$ cat config.mk
export PLATFORM = sky130hd
export DESIGN_NAME = oblr_ctrl
export DESIGN_NICKNAME = d
export VERILOG_FILES = /design/src/design/oblr_pkg.sv /design/src/design/oblr_ctrl.sv
export SDC_FILE = /design/constraint.sdc
export NUM_CORES = 1
export LEC_CHECK = 0
export ABC_AREA = 1
export BUFFER_PORTS_ARGS = -buffer_cell sky130_fd_sc_hd__buf_4
export CAP_MARGIN = 20
export CORE_ASPECT_RATIO = 1.25
export CORE_MARGIN = 2
export CORE_UTILIZATION = 35
export DETAILED_ROUTE_END_ITERATION = 12
export PLACE_DENSITY_LB_ADDON = 0.08
export SYNTH_ARGS = -nofsm -noshare
export SYNTH_HDL_FRONTEND = slang
export SYNTH_SLANG_ARGS = --single-unit
$ cat constraint.sdc
create_clock -name clk -period 1.9 [get_ports clk]
set_clock_uncertainty 0.15 [all_clocks]
set_input_delay 0.285 -clock clk [delete_from_list [all_inputs] [get_ports clk]]
set_output_delay 0.285 -clock clk [all_outputs]
set_load 0.005 [all_outputs]
$ cat src/design/oblr_pkg.sv
package oblr_pkg;

	// Ring geometry. Pointers carry one extra bit so that full and empty differ.
	localparam int DEPTH    = 1024;
	localparam int SLOT_W   = $clog2(DEPTH);
	localparam int PTR_W    = SLOT_W + 1;
	localparam int OCC_W    = 11;
	localparam int MAX_READ = 64;
	localparam int MAXC_W   = 7;

	// Number formatting.
	localparam int NUM_W      = 64;
	localparam int DEC_DIGITS = 20;
	localparam int BCD_W      = 4 * DEC_DIGITS;
	localparam int HEX_DIGITS = NUM_W / 4;
	localparam int CNT_W      = 7;

	localparam logic [7:0] ASCII_ZERO = 8'h30;
	localparam logic [7:0] ASCII_X    = 8'h78;
	localparam logic [7:0] ASCII_A    = 8'h61;

	// Stream payload widths.
	localparam int IN_TDATA_W  = 88;
	localparam int OUT_TDATA_W = 24;

	typedef enum logic [2:0] {
		CMD_PUSH_BYTE = 3'd0,
		CMD_PUSH_DEC  = 3'd1,
		CMD_PUSH_HEX  = 3'd2,
		CMD_POP       = 3'd3,
		CMD_READ      = 3'd4,
		CMD_CLEAR     = 3'd5
	} cmd_code_t;

	typedef enum logic [2:0] {
		SRC_INPUT,
		SRC_DEC,
		SRC_HEX,
		SRC_ZERO,
		SRC_X
	} push_src_t;

	typedef enum logic [1:0] {
		CNT_BITS,
		CNT_DIGITS,
		CNT_HEX,
		CNT_READ
	} cnt_sel_t;

	typedef enum logic [3:0] {
		ST_IDLE,
		ST_PUSH_BYTE,
		ST_DEC_CONV,
		ST_DEC_TRIM,
		ST_DEC_PUSH,
		ST_HEX_ZERO,
		ST_HEX_X,
		ST_HEX_PUSH,
		ST_POP_RD,
		ST_POP_OUT,
		ST_RD_START,
		ST_RD_ISSUE,
		ST_RD_OUT,
		ST_CLEAR,
		ST_DONE
	} state_t;

	typedef struct packed {
		logic      latch;
		logic      push;
		push_src_t push_src;
		logic      bcd_step;
		logic      bcd_shift;
		logic      nib_shift;
		logic      cnt_init;
		cnt_sel_t  cnt_sel;
		logic      cnt_dec;
		logic      clear;
		logic      pop_rd;
		logic      rd_init;
		logic      rd_rd;
		logic      out_mem;
		logic      out_none;
		logic      out_last;
	} ctrl_cmd_t;

	typedef struct packed {
		cmd_code_t in_cmd;
		logic      out_free;
		logic      occ_zero;
		logic      cnt_last;
		logic      dec_top_zero;
		logic      rd_none;
	} dp_status_t;

endpackage

$ cat src/design/oblr_ctrl.sv
module oblr_ctrl import oblr_pkg::*; (
	input  logic       clk,
	input  logic       arst_n,
	input  logic       s_tvalid,
	output logic       s_tready,
	input  dp_status_t status,
	output ctrl_cmd_t  cmd
);

	state_t state_q, state_d;

	always_ff @(posedge clk or negedge arst_n) begin
		if (!arst_n) begin
			state_q <= ST_IDLE;
		end else begin
			state_q <= state_d;
		end
	end

	always_comb begin
		state_d  = state_q;
		cmd      = '0;
		s_tready = 1'b0;
		unique case (state_q)
			ST_IDLE: begin
				s_tready = 1'b1;
				if (s_tvalid) begin
					cmd.latch = 1'b1;
					unique case (status.in_cmd)
						CMD_PUSH_BYTE: state_d = ST_PUSH_BYTE;
						CMD_PUSH_DEC: begin
							cmd.cnt_init = 1'b1;
							cmd.cnt_sel  = CNT_BITS;
							state_d      = ST_DEC_CONV;
						end
						CMD_PUSH_HEX: state_d = ST_HEX_ZERO;
						CMD_POP:      state_d = status.occ_zero ? ST_DONE : ST_POP_RD;
						CMD_READ:     state_d = ST_RD_START;
						CMD_CLEAR:    state_d = ST_CLEAR;
						default:      state_d = ST_DONE;
					endcase
				end
			end
			ST_PUSH_BYTE: begin
				cmd.push     = 1'b1;
				cmd.push_src = SRC_INPUT;
				state_d      = ST_DONE;
			end
			ST_DEC_CONV: begin
				cmd.bcd_step = 1'b1;
				cmd.cnt_dec  = 1'b1;
				if (status.cnt_last) begin
					cmd.cnt_init = 1'b1;
					cmd.cnt_sel  = CNT_DIGITS;
					state_d      = ST_DEC_TRIM;
				end
			end
			ST_DEC_TRIM: begin
				// Drop leading zero digits but always keep one.
				if (status.dec_top_zero && !status.cnt_last) begin
					cmd.bcd_shift = 1'b1;
					cmd.cnt_dec   = 1'b1;
				end else begin
					state_d = ST_DEC_PUSH;
				end
			end
			ST_DEC_PUSH: begin
				cmd.push      = 1'b1;
				cmd.push_src  = SRC_DEC;
				cmd.bcd_shift = 1'b1;
				cmd.cnt_dec   = 1'b1;
				if (status.cnt_last) begin
					state_d = ST_DONE;
				end
			end
			ST_HEX_ZERO: begin
				cmd.push     = 1'b1;
				cmd.push_src = SRC_ZERO;
				state_d      = ST_HEX_X;
			end
			ST_HEX_X: begin
				cmd.push     = 1'b1;
				cmd.push_src = SRC_X;
				cmd.cnt_init = 1'b1;
				cmd.cnt_sel  = CNT_HEX;
				state_d      = ST_HEX_PUSH;
			end
			ST_HEX_PUSH: begin
				cmd.push      = 1'b1;
				cmd.push_src  = SRC_HEX;
				cmd.nib_shift = 1'b1;
				cmd.cnt_dec   = 1'b1;
				if (status.cnt_last) begin
					state_d = ST_DONE;
				end
			end
			ST_POP_RD: begin
				cmd.pop_rd = 1'b1;
				state_d    = ST_POP_OUT;
			end
			ST_POP_OUT: begin
				if (status.out_free) begin
					cmd.out_mem  = 1'b1;
					cmd.out_last = 1'b1;
					state_d      = ST_IDLE;
				end
			end
			ST_RD_START: begin
				if (status.rd_none) begin
					state_d = ST_DONE;
				end else begin
					cmd.cnt_init = 1'b1;
					cmd.cnt_sel  = CNT_READ;
					cmd.rd_init  = 1'b1;
					state_d      = ST_RD_ISSUE;
				end
			end
			ST_RD_ISSUE: begin
				cmd.rd_rd = 1'b1;
				state_d   = ST_RD_OUT;
			end
			ST_RD_OUT: begin
				if (status.out_free) begin
					cmd.out_mem  = 1'b1;
					cmd.out_last = status.cnt_last;
					cmd.cnt_dec  = 1'b1;
					state_d      = status.cnt_last ? ST_IDLE : ST_RD_ISSUE;
				end
			end
			ST_CLEAR: begin
				cmd.clear = 1'b1;
				state_d   = ST_DONE;
			end
			ST_DONE: begin
				if (status.out_free) begin
					cmd.out_none = 1'b1;
					cmd.out_last = 1'b1;
					state_d      = ST_IDLE;
				end
			end
			default: state_d = ST_IDLE;
		endcase
	end

endmodule

======== Word level (Yosys, flattened, before mapping) ========
Index checks and enable logic that the tools add are counted.
storage, ports and cells
  bits in registers ....................... 4
  input bits .............................. 11
cells by class
  multiplexer cells ....................... 36
  reductions and logical operators ........ 10
  equal/unequal tests ..................... 25
operator list
  cell                                                  count
  one-hot mux 4 bit (12 select lines)                   1
  equality test 4 bit (second input constant)           7
  2-to-1 mux 4 bit                                      7
  one-hot mux 4 bit (6 select lines)                    1
  one-hot mux 4 bit (5 select lines)                    1
  2-to-1 mux 3 bit                                      6
  equality test 4 x 3 -> 1 bit (second input constant)  4
  2-to-1 mux 1 bit                                      15
  one-hot mux 3 bit (4 select lines)                    1
  equality test 4 x 2 -> 1 bit (second input constant)  2
  != test 2 bit (second input constant)                 4
  OR reduction 2 bit                                    4
  equality test 3 x 2 -> 1 bit (second input constant)  2
  equality test 3 bit (second input constant)           2
  one-hot mux 1 bit (3 select lines)                    2
  AND reduction 6 bit                                   1
  equality test 4 x 1 -> 1 bit (second input constant)  1
  zero test 4 bit                                       1
  != test 2 x 1 -> 1 bit (second input constant)        2
  equality test 3 x 1 -> 1 bit (second input constant)  1
  zero test 3 bit                                       1
  OR reduction 3 bit                                    1
  2-to-1 mux 2 bit                                      1
  one-hot mux 1 bit (2 select lines)                    1
  2 further kinds                                       2

======== Longest topological paths before layout ========
  word-level depth ........................ 4
  depth in mapped cells ................... 9
  gate-level depth less buffers ........... 9

======== Worst setup path before layout ========
OpenSTA, ideal clock, no wires.
  path type ............................... register to output
  start point ............................. reg state_q[1]
  end point ............................... out cmd[10] (netlist name)
  cell stages (with the launch flop) ...... 6
  arrival time ............................ 1128 ps
  setup slack ............................. 337 ps
  path through ............................ dfrtp_1 > nor2_1 > nand2_2 > nor2_1 > nand3_1 > nand3_1
RTL lines
  element                 line             RTL
  start, declared         oblr_ctrl.sv:10  state_t state_q, state_d;
  start signal, assigned  oblr_ctrl.sv:16  state_q <= state_d;
  end, declared           oblr_ctrl.sv:7   output ctrl_cmd_t cmd

==> metrics <==
Final GP Congestion=0.820; Critical Path Start=state_q[0]$_DFFE_PN0P_; post-route cell area=1020 µm²; cell family with most CP delay=flip-flops; overall power=1.58 mW; worst setup path class=register to output pin; worst relative slew slack=0.821; GRT Util Overall=0.179; # IOs=31; Fmax=0.537 GHz; area grow syn2layout=57.1%; chip height=52.2 µm; max reg flops=4; DRC=0; global-route wire length before repair=3150 µm; sequential power share=0.177; Final ANT Viol Nets=0; CP peak stage delay=0.46 ns; area of the die=2220 µm²; largest net degree at the start of global routing=8; Cell Area, Synth=651 µm²; Primary FF master, synth=dfrtp_1; CTS Sinks=4; Worst EP arrival=1.43 ns; Worst-Margin Slew=0.268 ns; Post-synth EDFFs=0; maximum VDD drop=0.000923 V; CP cell instances=inv_2 > nand2_4 > nor2_4 > nand2_1 > nand2_1 > inv_1 > nand3_1 > buf_4; Placed Area=900 µm²; final WL=2020 µm; Synth cell types=11; CP max stage cell=dfrtp_2; Core ar.=1770 µm²; vias in the first global route=818; cell taking the most area after synthesis=nand2_1; Top reg by flops=state_q; Min Clock Period, post-route=1.86 ns; Vias=941; Post-layout nets=188; Syn Area/Cell=4.65 µm²; Fin. Hold Viols=0; CP max FO=6; Yosys top cell area share=0.340; pwr dens=1540 nW/µm²; Clk pwr share=0.063; reg2reg end=state_q[0]$_DFFE_PN0P_; footprint of the multi-input gates=528 µm²; Worst R2R Setup Slack=0.28 ns; Register Area=105 µm²; Logic pwr share=0.760; fin cells=194; status=finished clean; Async S/R FF share, synth=1.00; MaxCap Viol Count=0; Leak=0.672 nW; synthesized flop and latch total=4; dpl hpwl=1630 µm; # diodes=0; H-tree depth=1; Final setup viols=0; final core occ=0.579; standard-cell rows=17; IO buf count=30; Buf/Inv on CP=3; initial antenna violation count=0; gr ovfl total=0; Syn Inst Count=140; layout cells sized above 1=0.343; Clk pin slew, worst setup/hold paths=0.03 ns; period utilization=0.980; cell with the most instances after synthesis=nand2_1; type of the most critical hold path=input pin to async pin; top cells by area, synth=nand2_1, nor2_1, dfrtp_1; cell total after placement=189; filler instances=193; yosys warns=0; clock root buffer=clkbuf_4; Final Slew Violations=0; RSZ-0062 raised after global routing=yes; worst endpoint required time=1.46 ns; FF-to-FF Start=state_q[1]$_DFFE_PN0P_; Die X=42.6 µm; DR WL/cell=10.4 µm; commonest cells in the netlist=nand2_1, nor2_1, inv_1; Initial Util=0.369; Post-Syn Nets=151; biggest registers after layout=state_q (4); Num CTS Buffers=3; crit start category=register; Skew-Pair Late Insertion Delay=0.23 ns; Net Switching=862 µW; Setup TNS=0 ns; switch share=0.547; Clock Path Buffers=2; Seq/Total Area, Yosys=0.154; Vias/cell=4.85; clock tree from TritonCTS=done; critical path endpoint category=output pin; first-pass detailed-route iteration total=4; Int Pwr=713 µW; R2R cell count=9; most used cell, CP=nand2_1; initial DRC count=25
[worst max path at each step]
stage,to,cells past startpoint
2_1_floorplan,cmd[10],5
3_3_place_gp,cmd[10],6
3_5_place_dp,cmd[10],6
4_1_cts,cmd[10],6
5_1_grt,cmd[10],7
6_report,cmd[10],8
[worst reg2reg max path, stage by stage (launching register included)]
cell and delay (ns):
dfrtp_2 0.48, nand2_1 0.16, inv_1 0.07, nand3_1 0.14
nand2_1 0.07, inv_1 0.05, nand2_1 0.04, nor2_1 0.22
nand2_1 0.10, nand2_1 0.07
[metrics by stage]
stage	setup slack (ns)	hold WS, ns
floorplan	0.337	-0.161
finish	0.0378	0.242
global route	-0.0380	0.259
detailed placement	0.102	-0.0685
CTS	-0.0354	0.232
global placement	0.183	-0.0677
[timing repair]
| item | in CTS | in global routing |
|---|---|---|
| gates cloned | 0 | 0 |
| resized for setup | 4 | 26 |
| hold endpoints to repair | 4 | 0 |
| endpoints found under the setup margin | 3 | 7 |
| pin swaps | 0 | 2 |
| buffers inserted | 0 | 1 |
| hold buffers | 1 | 0 |
[final cells by class]
type / instances / area share
clock buffer: 3 / 0.0220
inverter: 26 / 0.0979
multi-input combinational: 110 / 0.517
sequential: 4 / 0.103
tap: 19 / 0.0233
timing repair buffer: 32 / 0.237
[power by group through the flow]
| stage | clock network [mW] | logic, mW | registers (mW) |
|---|---|---|---|
| 2_1_floorplan | 0 | 0.684 | 0.191 |
| 5_1_grt | 0.113 | 1.34 | 0.289 |
| 3_5_place_dp | 0 | 1.06 | 0.204 |
| 6_report | 0.100 | 1.20 | 0.278 |
| 4_1_cts | 0.105 | 1.08 | 0.211 |
| 3_3_place_gp | 0 | 1.06 | 0.200 |
[per-layer routing]
layer,vias up,share of wire,track usage
met5,-,0,0
li1,491,-,-
met1,419,0.41,0.200
met2,25,0.53,0.351
met4,0,0.024,0.0469
met3,6,0.033,0.0207
[cells by family (layout without fill, tap and decap cells)]
kind of cell	after synthesis	after routing	share of synthesized area
flip-flops	4	4	0.154
buffers and inverters	26	61	0.150
AND/OR/NAND/NOR	102	102	0.635
AO/OA/AOI/OAI	8	8	0.0615
[cell usage in the layout, fill, tap and decap left out, types with 2 or more instances in the layout]
master	n
nand3_2	2
nand3_1	10
nand2_2	3
clkbuf_4	3
a21oi_2	2
o21ai_0	2
inv_2	3
nand2_4	2
buf_4	31
nor2_1	19
inv_1	22
dfrtp_2	4
nor2_2	4
nor2_4	5
a21oi_1	4
nand2_1	56
Note: power is estimated with default switching activity, not from simulation.
